**config.mk**
```make
export PLATFORM = sky130hd
export DESIGN_NAME = dual_source_mouse_report_merger
export DESIGN_NICKNAME = d
export VERILOG_FILES = /design/src/hw/rtl/dsmrm_pkg.sv /design/src/hw/rtl/dual_source_mouse_report_merger.sv /design/src/hw/rtl/dsmrm_front.sv /design/src/hw/rtl/dsmrm_queue.sv /design/src/hw/rtl/dsmrm_back.sv
export SDC_FILE = /design/constraint.sdc
export NUM_CORES = 1
export LEC_CHECK = 0
export ABC_AREA = 1
export CAP_MARGIN = 20
export CORE_ASPECT_RATIO = 2
export CORE_MARGIN = 1.5
export CORE_UTILIZATION = 65
export DETAILED_ROUTE_END_ITERATION = 8
export DONT_BUFFER_PORTS = 1
export GPL_TIMING_DRIVEN = 0
export PLACE_DENSITY_LB_ADDON = 0.05
export SLEW_MARGIN = 20
export SYNTH_ARGS = -nofsm -noshare
export SYNTH_HDL_FRONTEND = slang
export SYNTH_SLANG_ARGS = --single-unit
```
**constraint.sdc**
```tcl
create_clock -name clk -period 15.8 [get_ports clk]
set_input_delay 3.16 -clock clk [delete_from_list [all_inputs] [get_ports clk]]
set_output_delay 3.16 -clock clk [all_outputs]
set_load 0.01 [all_outputs]
```
**src/hw/rtl/dsmrm_pkg.sv**
```systemverilog
`timescale 1ns / 1ps
// ----------------------------------------------------------------------------
// dsmrm_pkg: shared types and constants of the mouse report merger
// Field widths, bit positions, action codes and the queue entry layout.
// ----------------------------------------------------------------------------
package dsmrm_pkg;

	localparam int BTN_W     = 5;
	localparam int MOTION_W  = 16;
	localparam int WHEEL_W   = 8;
	localparam int TIME_W    = 32;
	localparam int CFG_W     = 16;
	localparam int CFG_IDX_W = 2;

	localparam int S_TDATA_W = 128;
	localparam int S_TUSER_W = 2;
	localparam int M_TDATA_W = 48;
	localparam int M_TUSER_W = 2;

	localparam int QUEUE_DEPTH = 4;

	localparam int BIT_LEFT   = 0;
	localparam int BIT_MIDDLE = 2;
	localparam int BIT_B4     = 3;
	localparam int BIT_B5     = 4;

	localparam logic [WHEEL_W-1:0] LOCK_REQUEST = 8'd1;

	localparam logic [CFG_IDX_W-1:0] REG_LOCKOUT_MS   = 2'd0;
	localparam logic [CFG_IDX_W-1:0] REG_EXCLUSION_MS = 2'd1;

	typedef enum logic [1:0] {
		ACT_PRESS   = 2'd0,
		ACT_RELEASE = 2'd1,
		ACT_MOVE    = 2'd2
	} action_t;

	typedef struct packed {
		logic [BTN_W-1:0]           press;
		logic [BTN_W-1:0]           release_btn;
		logic signed [MOTION_W-1:0] move_x;
		logic signed [MOTION_W-1:0] move_y;
		logic signed [WHEEL_W-1:0]  scroll;
	} poll_entry_t;

endpackage

```
**src/hw/rtl/dual_source_mouse_report_merger.sv**
```systemverilog
`timescale 1ns / 1ps
// ----------------------------------------------------------------------------
// dual_source_mouse_report_merger: merge device and host mouse reports
// A poll word is taken whenever the poll queue has room; the
// front classifies it at once and the back sends its results at one word
// per cycle while the output is not stalled, so a poll yields 1 to 6 words
// (its button events plus the move word) through the single output register
// of the back. Polls with neither report produce no words. The first result
// word of a poll is registered in the queue and then in that output register.
// ----------------------------------------------------------------------------
module dual_source_mouse_report_merger #(
	parameter int QUEUE_DEPTH = dsmrm_pkg::QUEUE_DEPTH
) (
	input  logic                                clk,
	input  logic                                arst_n,
	input  logic                                cfg_valid,
	output logic                                cfg_ready,
	input  logic [dsmrm_pkg::CFG_IDX_W-1:0]     cfg_index,
	input  logic [dsmrm_pkg::CFG_W-1:0]         cfg_data,
	input  logic                                s_tvalid,
	output logic                                s_tready,
	// usb_buttons, usb_dx, usb_dy, usb_wheel, serial_buttons, serial_dx,
	// serial_dy, serial_wheel, now_ms
	input  logic [dsmrm_pkg::S_TDATA_W-1:0]     s_tdata,
	// usb_valid, serial_valid
	input  logic [dsmrm_pkg::S_TUSER_W-1:0]     s_tuser,
	output logic                                m_tvalid,
	input  logic                                m_tready,
	// button_mask, move_x, move_y, scroll
	output logic [dsmrm_pkg::M_TDATA_W-1:0]     m_tdata,
	// action
	output logic [dsmrm_pkg::M_TUSER_W-1:0]     m_tuser,
	output logic                                m_tlast
);

	logic                   push, full, pop, head_valid;
	dsmrm_pkg::poll_entry_t push_entry, head;

	assign cfg_ready = 1'b1;

	dsmrm_front u_front (
		.clk        (clk),
		.arst_n     (arst_n),
		.cfg_valid  (cfg_valid),
		.cfg_index  (cfg_index),
		.cfg_data   (cfg_data),
		.s_tvalid   (s_tvalid),
		.s_tready   (s_tready),
		.s_tdata    (s_tdata),
		.s_tuser    (s_tuser),
		.queue_full (full),
		.push       (push),
		.push_entry (push_entry)
	);

	dsmrm_queue #(
		.DEPTH (QUEUE_DEPTH)
	) u_queue (
		.clk        (clk),
		.arst_n     (arst_n),
		.push       (push),
		.push_entry (push_entry),
		.full       (full),
		.pop        (pop),
		.head_valid (head_valid),
		.head       (head)
	);

	dsmrm_back u_back (
		.clk        (clk),
		.arst_n     (arst_n),
		.head_valid (head_valid),
		.head       (head),
		.pop        (pop),
		.m_tvalid   (m_tvalid),
		.m_tready   (m_tready),
		.m_tdata    (m_tdata),
		.m_tuser    (m_tuser),
		.m_tlast    (m_tlast)
	);

endmodule

```
**src/hw/rtl/dsmrm_front.sv**
```systemverilog
`timescale 1ns / 1ps
// ----------------------------------------------------------------------------
// dsmrm_front: poll intake and classification
// Masks device buttons, tracks exclusion window and lockout, merges motion
// and turns each poll into press/release vectors plus one move word.
// ----------------------------------------------------------------------------
module dsmrm_front (
	input  logic                                clk,
	input  logic                                arst_n,
	input  logic                                cfg_valid,
	input  logic [dsmrm_pkg::CFG_IDX_W-1:0]     cfg_index,
	input  logic [dsmrm_pkg::CFG_W-1:0]         cfg_data,
	input  logic                                s_tvalid,
	output logic                                s_tready,
	input  logic [dsmrm_pkg::S_TDATA_W-1:0]     s_tdata,
	input  logic [dsmrm_pkg::S_TUSER_W-1:0]     s_tuser,
	input  logic                                queue_full,
	output logic                                push,
	output dsmrm_pkg::poll_entry_t              push_entry
);

	logic [dsmrm_pkg::CFG_W-1:0]  lockout_ms_q;
	logic [dsmrm_pkg::CFG_W-1:0]  exclusion_ms_q;
	logic [dsmrm_pkg::BTN_W-1:0]  prev_dev_q;
	logic [dsmrm_pkg::BTN_W-1:0]  prev_host_q;
	logic [dsmrm_pkg::TIME_W-1:0] mid_time_q;
	logic [dsmrm_pkg::TIME_W-1:0] lock_end_q;

	logic                                dv, hv, accept;
	logic [dsmrm_pkg::BTN_W-1:0]         raw_dev, raw_host;
	logic signed [dsmrm_pkg::MOTION_W-1:0] udx, udy, sdx, sdy;
	logic signed [dsmrm_pkg::WHEEL_W-1:0]  uwheel;
	logic [dsmrm_pkg::WHEEL_W-1:0]       swheel;
	logic [dsmrm_pkg::TIME_W-1:0]        now, elapsed, lock_end_new, lock_end_next;
	logic                                dmid, window, lock_req, locked;
	logic [dsmrm_pkg::BTN_W-1:0]         dcur, dprev, hcur, hprev;
	logic [dsmrm_pkg::BTN_W-1:0]         press, rel;
	logic signed [dsmrm_pkg::MOTION_W-1:0] dx_eff, dy_eff, hx_eff, hy_eff;

	assign raw_dev  = s_tdata[4:0];
	assign udx      = s_tdata[20:5];
	assign udy      = s_tdata[36:21];
	assign uwheel   = s_tdata[44:37];
	assign raw_host = s_tdata[49:45];
	assign sdx      = s_tdata[65:50];
	assign sdy      = s_tdata[81:66];
	assign swheel   = s_tdata[89:82];
	assign now      = s_tdata[121:90];
	assign dv       = s_tuser[0];
	assign hv       = s_tuser[1];

	assign s_tready = !queue_full;
	assign accept   = s_tvalid && s_tready;
	assign push     = accept && (dv || hv);

	assign dmid         = dv && raw_dev[dsmrm_pkg::BIT_MIDDLE];
	assign elapsed      = now - mid_time_q;
	assign window       = dmid || (elapsed <= {16'd0, exclusion_ms_q});
	assign lock_req     = hv && (swheel == dsmrm_pkg::LOCK_REQUEST);
	assign lock_end_new = now + {16'd0, lockout_ms_q};
	assign lock_end_next = lock_req ? lock_end_new : lock_end_q;
	assign locked       = now <= lock_end_next;

	always_comb begin
		dprev = dv ? prev_dev_q : '0;
		dcur  = dv ? raw_dev : '0;
		dcur[dsmrm_pkg::BIT_MIDDLE] = 1'b0;
		if (dcur[dsmrm_pkg::BIT_B4] && !dprev[dsmrm_pkg::BIT_B4] && window) begin
			dcur[dsmrm_pkg::BIT_B4] = 1'b0;
		end
		if (dcur[dsmrm_pkg::BIT_B5] && !dprev[dsmrm_pkg::BIT_B5] && window) begin
			dcur[dsmrm_pkg::BIT_B5] = 1'b0;
		end
		hcur  = hv ? raw_host : '0;
		hprev = hv ? prev_host_q : '0;

		press = dcur & ~dprev;
		rel   = ~dcur & dprev;
		// left follows either source
		press[dsmrm_pkg::BIT_LEFT] = 1'b0;
		rel[dsmrm_pkg::BIT_LEFT]   = 1'b0;
		if (dcur[dsmrm_pkg::BIT_LEFT] && !hcur[dsmrm_pkg::BIT_LEFT]
				&& hprev[dsmrm_pkg::BIT_LEFT]) begin
			press[dsmrm_pkg::BIT_LEFT] = 1'b0;
		end else if (!dcur[dsmrm_pkg::BIT_LEFT] && !hcur[dsmrm_pkg::BIT_LEFT]) begin
			rel[dsmrm_pkg::BIT_LEFT] = dprev[dsmrm_pkg::BIT_LEFT]
				|| hprev[dsmrm_pkg::BIT_LEFT];
		end else begin
			press[dsmrm_pkg::BIT_LEFT] = 1'b1;
		end

		dx_eff = (dv && !locked) ? udx : '0;
		dy_eff = (dv && !locked) ? udy : '0;
		hx_eff = hv ? sdx : '0;
		hy_eff = hv ? sdy : '0;

		push_entry.press       = press;
		push_entry.release_btn = rel;
		push_entry.move_x      = dx_eff + hx_eff;
		push_entry.move_y      = dy_eff + hy_eff;
		push_entry.scroll      = dv ? uwheel : '0;
	end

	always_ff @(posedge clk or negedge arst_n) begin
		if (!arst_n) begin
			lockout_ms_q   <= '0;
			exclusion_ms_q <= '0;
		end else if (cfg_valid) begin
			case (cfg_index)
				dsmrm_pkg::REG_LOCKOUT_MS:   lockout_ms_q   <= cfg_data;
				dsmrm_pkg::REG_EXCLUSION_MS: exclusion_ms_q <= cfg_data;
				default: ;
			endcase
		end
	end

	always_ff @(posedge clk or negedge arst_n) begin
		if (!arst_n) begin
			prev_dev_q  <= '0;
			prev_host_q <= '0;
			mid_time_q  <= '0;
			lock_end_q  <= '0;
		end else if (accept) begin
			if (dv) begin
				prev_dev_q <= raw_dev;
			end
			if (dmid) begin
				mid_time_q <= now;
			end
			if (hv) begin
				prev_host_q <= raw_host;
			end
			if (lock_req) begin
				lock_end_q <= lock_end_new;
			end
		end
	end

endmodule

```
**src/hw/rtl/dsmrm_queue.sv**
```systemverilog
`timescale 1ns / 1ps
// ----------------------------------------------------------------------------
// dsmrm_queue: short queue of classified polls
// Register-based first-in first-out buffer between front and back.
// ----------------------------------------------------------------------------
module dsmrm_queue #(
	parameter int DEPTH = dsmrm_pkg::QUEUE_DEPTH
) (
	input  logic                   clk,
	input  logic                   arst_n,
	input  logic                   push,
	input  dsmrm_pkg::poll_entry_t push_entry,
	output logic                   full,
	input  logic                   pop,
	output logic                   head_valid,
	output dsmrm_pkg::poll_entry_t head
);

	localparam int PTR_W = (DEPTH > 1) ? $clog2(DEPTH) : 1;
	localparam int CNT_W = $clog2(DEPTH + 1);
	localparam logic [PTR_W-1:0] LAST_PTR = PTR_W'(DEPTH - 1);
	localparam logic [CNT_W-1:0] FULL_CNT = CNT_W'(DEPTH);

	dsmrm_pkg::poll_entry_t mem_q [DEPTH];
	logic [PTR_W-1:0] wr_ptr_q, rd_ptr_q;
	logic [CNT_W-1:0] count_q;
	logic             do_push, do_pop;

	assign full       = count_q == FULL_CNT;
	assign head_valid = count_q != '0;
	assign head       = mem_q[rd_ptr_q];
	assign do_push    = push && !full;
	assign do_pop     = pop && head_valid;

	always_ff @(posedge clk) begin
		if (do_push) begin
			mem_q[wr_ptr_q] <= push_entry;
		end
	end

	always_ff @(posedge clk or negedge arst_n) begin
		if (!arst_n) begin
			wr_ptr_q <= '0;
			rd_ptr_q <= '0;
			count_q  <= '0;
		end else begin
			if (do_push) begin
				wr_ptr_q <= (wr_ptr_q == LAST_PTR) ? '0 : wr_ptr_q + PTR_W'(1);
			end
			if (do_pop) begin
				rd_ptr_q <= (rd_ptr_q == LAST_PTR) ? '0 : rd_ptr_q + PTR_W'(1);
			end
			if (do_push && !do_pop) begin
				count_q <= count_q + CNT_W'(1);
			end else if (do_pop && !do_push) begin
				count_q <= count_q - CNT_W'(1);
			end
		end
	end

endmodule

```
**src/hw/rtl/dsmrm_back.sv**
```systemverilog
`timescale 1ns / 1ps
// ----------------------------------------------------------------------------
// dsmrm_back: result sequencer
// Walks the pending button events of a poll from left to b5, one word per
// cycle while the output is not stalled, and closes each poll with its move word.
// ----------------------------------------------------------------------------
module dsmrm_back (
	input  logic                            clk,
	input  logic                            arst_n,
	input  logic                            head_valid,
	input  dsmrm_pkg::poll_entry_t          head,
	output logic                            pop,
	output logic                            m_tvalid,
	input  logic                            m_tready,
	output logic [dsmrm_pkg::M_TDATA_W-1:0] m_tdata,
	output logic [dsmrm_pkg::M_TUSER_W-1:0] m_tuser,
	output logic                            m_tlast
);

	logic                                  busy_q;
	logic [dsmrm_pkg::BTN_W-1:0]           pend_q, press_q;
	logic signed [dsmrm_pkg::MOTION_W-1:0] mx_q, my_q;
	logic signed [dsmrm_pkg::WHEEL_W-1:0]  sc_q;

	logic                                  out_valid_q, out_last_q;
	dsmrm_pkg::action_t                    out_act_q;
	logic [dsmrm_pkg::BTN_W-1:0]           out_mask_q;
	logic signed [dsmrm_pkg::MOTION_W-1:0] out_x_q, out_y_q;
	logic signed [dsmrm_pkg::WHEEL_W-1:0]  out_sc_q;

	logic                                  advance, have, fire;
	logic [dsmrm_pkg::BTN_W-1:0]           cur_pend, cur_press, low;
	logic signed [dsmrm_pkg::MOTION_W-1:0] cur_x, cur_y;
	logic signed [dsmrm_pkg::WHEEL_W-1:0]  cur_sc;

	assign advance   = !out_valid_q || m_tready;
	assign have      = busy_q || head_valid;
	assign fire      = advance && have;
	assign pop       = fire && !busy_q;

	assign cur_pend  = busy_q ? pend_q : (head.press | head.release_btn);
	assign cur_press = busy_q ? press_q : head.press;
	assign cur_x     = busy_q ? mx_q : head.move_x;
	assign cur_y     = busy_q ? my_q : head.move_y;
	assign cur_sc    = busy_q ? sc_q : head.scroll;
	assign low       = cur_pend & (~cur_pend + 5'd1);

	always_ff @(posedge clk or negedge arst_n) begin
		if (!arst_n) begin
			busy_q <= 1'b0;
		end else if (fire) begin
			busy_q <= cur_pend != '0;
		end
	end

	always_ff @(posedge clk) begin
		if (fire) begin
			pend_q  <= cur_pend & ~low;
			press_q <= cur_press;
			mx_q    <= cur_x;
			my_q    <= cur_y;
			sc_q    <= cur_sc;
		end
	end

	always_ff @(posedge clk or negedge arst_n) begin
		if (!arst_n) begin
			out_valid_q <= 1'b0;
		end else if (advance) begin
			out_valid_q <= have;
		end
	end

	always_ff @(posedge clk) begin
		if (fire) begin
			if (cur_pend != '0) begin
				out_act_q  <= ((cur_press & low) != '0) ? dsmrm_pkg::ACT_PRESS
					: dsmrm_pkg::ACT_RELEASE;
				out_mask_q <= low;
				out_x_q    <= '0;
				out_y_q    <= '0;
				out_sc_q   <= '0;
				out_last_q <= 1'b0;
			end else begin
				out_act_q  <= dsmrm_pkg::ACT_MOVE;
				out_mask_q <= '0;
				out_x_q    <= cur_x;
				out_y_q    <= cur_y;
				out_sc_q   <= cur_sc;
				out_last_q <= 1'b1;
			end
		end
	end

	assign m_tvalid = out_valid_q;
	assign m_tdata  = {3'd0, out_sc_q, out_y_q, out_x_q, out_mask_q};
	assign m_tuser  = out_act_q;
	assign m_tlast  = out_last_q;

endmodule
```
==> metrics.txt <==
asr flop ratio synth=0.2754; FILL cells=2643; first-pass GRT wire length=100600 um; Die W=135.6 um; total CTS buffers=34; drt via density=5.941; gpl congestion=0.9975; Sink Count=403; CP arrival=9.78 ns; # DRC=0; top-area cell type share of the netlist area=0.3837; vias in the first global route=18.75k; Yosys top cell by area=edfxtp_1; core area=34830 um^2; CP Class=in -> reg; Worst setup SP type=input port; Post-CTS Setup Repair Bufs=0; internal reg-to-reg setup slack=8.56 ns; crit-path max cell delay=0.52 ns; Layout Area Growth over Synthesis=8.421%; register area share after synthesis=0.5053; Post-Syn Area=22850 um^2; Initial Util=0.6560; crit-path most repeated cell=nand2_1; clock tree buffer depth=3; pin count of the biggest net entering global routing=112; Pins Over Slew Limit=0; Pre-antenna DRT Iters=8; DR vias=18.89k; Place WS=6.070 ns; Max Freq=0.1059 GHz; H-tree depth=2; die area=36360 um^2; Clock Latency Late Sink=0.54 ns; power density over cell area=166.4 nW/um^2; synth top area cells=edfxtp_1, nand2_1, dfrtp_1, ha_1, inv_1; min-delay worst type=reg -> reg; Slew headroom=0.4319; Crit. End Element=flip-flop; final clock skew=0.02224 ns; Synthesis Warnings=0; placed cells=3117; Tmin final=9.439 ns; Die Y=268.2 um; initial DRC count=1349; Primary FF master, synth=edfxtp_1; post-synthesis cell count=2661; Mean Syn Cell Area=8.587 um^2; routed length per instance=21.37 um; initial antenna violation count=4; clk slew on worst S/H paths=0.06 ns; max_cap viols=0; slowest cell on the critical path=a21oi_1; Seq cells post-synth=403; grt total ovfl=0; RSZ-0062 raised after global routing=false; Tot GR Track Use=0.3735; Leak=11.55 nW; hold buffer count at cts=0; count of final hold-check violations=0; final wirelength=67920 um; final hold slack=0.4760 ns; most common cell in the netlist=nand2_1; Post-synth EDFFs=292; outcome=completed; CTS Root Cell=clkbuf_16; fin worst setup slack=6.361 ns; post-route ant nets=0; Final Cycle Share=0.5974; crit-path max FO=10; Cell variety after synth=57; Detailed Place HPWL=52580 um; fraction of layout cells with a size suffix above 1=0.06111; worst slew pin tran=0.8452 ns; final setup vio count=0; CTS resizes=0; CTS tree=done; maximum vdd drop=0.1483 mV; std cell rows=97; port bufs=0; Commonest cells post-synth=nand2_1, inv_1, edfxtp_1; Nets=2997; I/O Pins=207; CP required=16.14 ns; final cell count without fillers=3179; Fin Setup TNS=0 ns
[report_power, final]
| group | switching (mW) | internal [mW] | leakage [nW] |
|---|---|---|---|
| Clock | 0.383 | 0.469 | 0.541 |
| Sequential | 0.128 | 1.50 | 4.21 |
| Combinational | 1.15 | 0.499 | 6.80 |
| Total | 1.66 | 2.46 | 11.6 |
[worst max-delay path, delay by kind of cell]
kind            cells  cell delay, ns
buf+inv             6            0.81
fa+ha+maj           5            1.51
compound gates      4            1.24
xor+xnor            2            0.40
simple gates       21            2.63
[area by class of cell]
class / count / area, um^2 / share of cell area
antenna: 1 / 2.502 / 0.0001010
buffer: 82 / 397.9 / 0.01606
clock buffer: 45 / 933.4 / 0.03767
clock inverter: 16 / 175.2 / 0.007070
inverter: 368 / 1384 / 0.05586
multi-input combinational: 1810 / 9569 / 0.3862
sequential: 403 / 11550 / 0.4660
tap: 445 / 556.8 / 0.02247
timing repair buffer: 9 / 210.2 / 0.008484
[path summary, 6_finish.rpt]
path | startpoint | endpoint | cells past startpoint
worst max-delay path | s_tdata[90] | u_queue.mem_q[0][36]$_DFFE_PP_ | 38
worst min-delay path | u_front.prev_dev_q[2]$_DFFE_PN0P_ | u_front.prev_dev_q[2]$_DFFE_PN0P_ | 2
worst max register to register | u_front.lockout_ms_q[0]$_DFFE_PN0P_ | u_queue.mem_q[0][36]$_DFFE_PP_ | 38
worst min register to register | u_front.prev_dev_q[2]$_DFFE_PN0P_ | u_front.prev_dev_q[2]$_DFFE_PN0P_ | 2
max in group asynchronous | arst_n | u_front.mid_time_q[29]$_DFFE_PN0P_ | 0
min in group asynchronous | arst_n | u_front.lockout_ms_q[15]$_DFFE_PN0P_ | 0
[sequential cells by signal, indices dropped and copies added, names as in the netlist, 2 cells and up]
name,cells
u_queue.wr_ptr_q,2
u_back.out_x_q,16
u_back.out_mask_q,5
u_front.lock_end_q,32
u_back.out_y_q,16
u_queue.rd_ptr_q,2
u_back.my_q,16
u_back.sc_q,8
u_queue.mem_q,196
u_back.press_q,4
u_front.mid_time_q,32
u_back.out_sc_q,8
u_back.m_tuser,2
u_front.prev_dev_q,5
u_front.lockout_ms_q,16
u_front.exclusion_ms_q,16
u_back.pend_q,4
u_queue.count_q,3
u_back.mx_q,16
[layout by cell type, fill, tap and decap left out, types with 6 or more instances in the layout]
master     count
dfrtp_1      111
a21oi_2       39
inv_2         12
o21ai_0      185
o21bai_1       6
clkbuf_16     35
nand4_1       21
nand3_1       82
clkbuf_1      53
buf_2         12
o21ai_1       33
nor2_1       257
ha_1         131
nand2_1      752
o22ai_1       47
nor3_1        11
xnor2_1        8
edfxtp_1     292
clkinv_2       6
a21oi_1      104
buf_1         12
nand3b_1      10
or2_2          7
buf_4          6
xor2_1        42
inv_1        355
buf_6          7
[through the flow]
step	power, mW	area (um^2)	utilization
6_report	4.121	24780	0.7113
5_1_grt	4.337	24770	0.7112
4_1_cts	4.094	24770	0.7112
3_5_place_dp	3.232	23660	0.6794
3_3_place_gp	3.130	23420	0.6722
2_1_floorplan	2.714	22860	-
[routing by layer]
layer / up-vias / share of wire / wire [um] / track usage
met5: - / 0.00049 / 33 / 0
met4: 6 / 0.10 / 6885 / 0.3342
met3: 304 / 0.054 / 3648 / 0.05735
met2: 856 / 0.55 / 37070 / 0.7063
met1: 8891 / 0.30 / 20290 / 0.3292
li1: 8831 / - / - / -
[logic make-up (layout without fill, tap and decap cells)]
family	count (synthesis)	count (layout)	share of synthesized area
and+or+nand+nor	1168	1168	0.2059
muxes	5	5	0.002792
xor gates and xnor gates	50	50	0.01916
DFF	403	403	0.5053
other	2	5	0.0003287
buffers and inverters	450	520	0.07786
adders and majority gates	136	136	0.07611
AOI/OAI and AO/OA	447	447	0.1125
No activity file was read; power rests on OpenSTA's default activity.
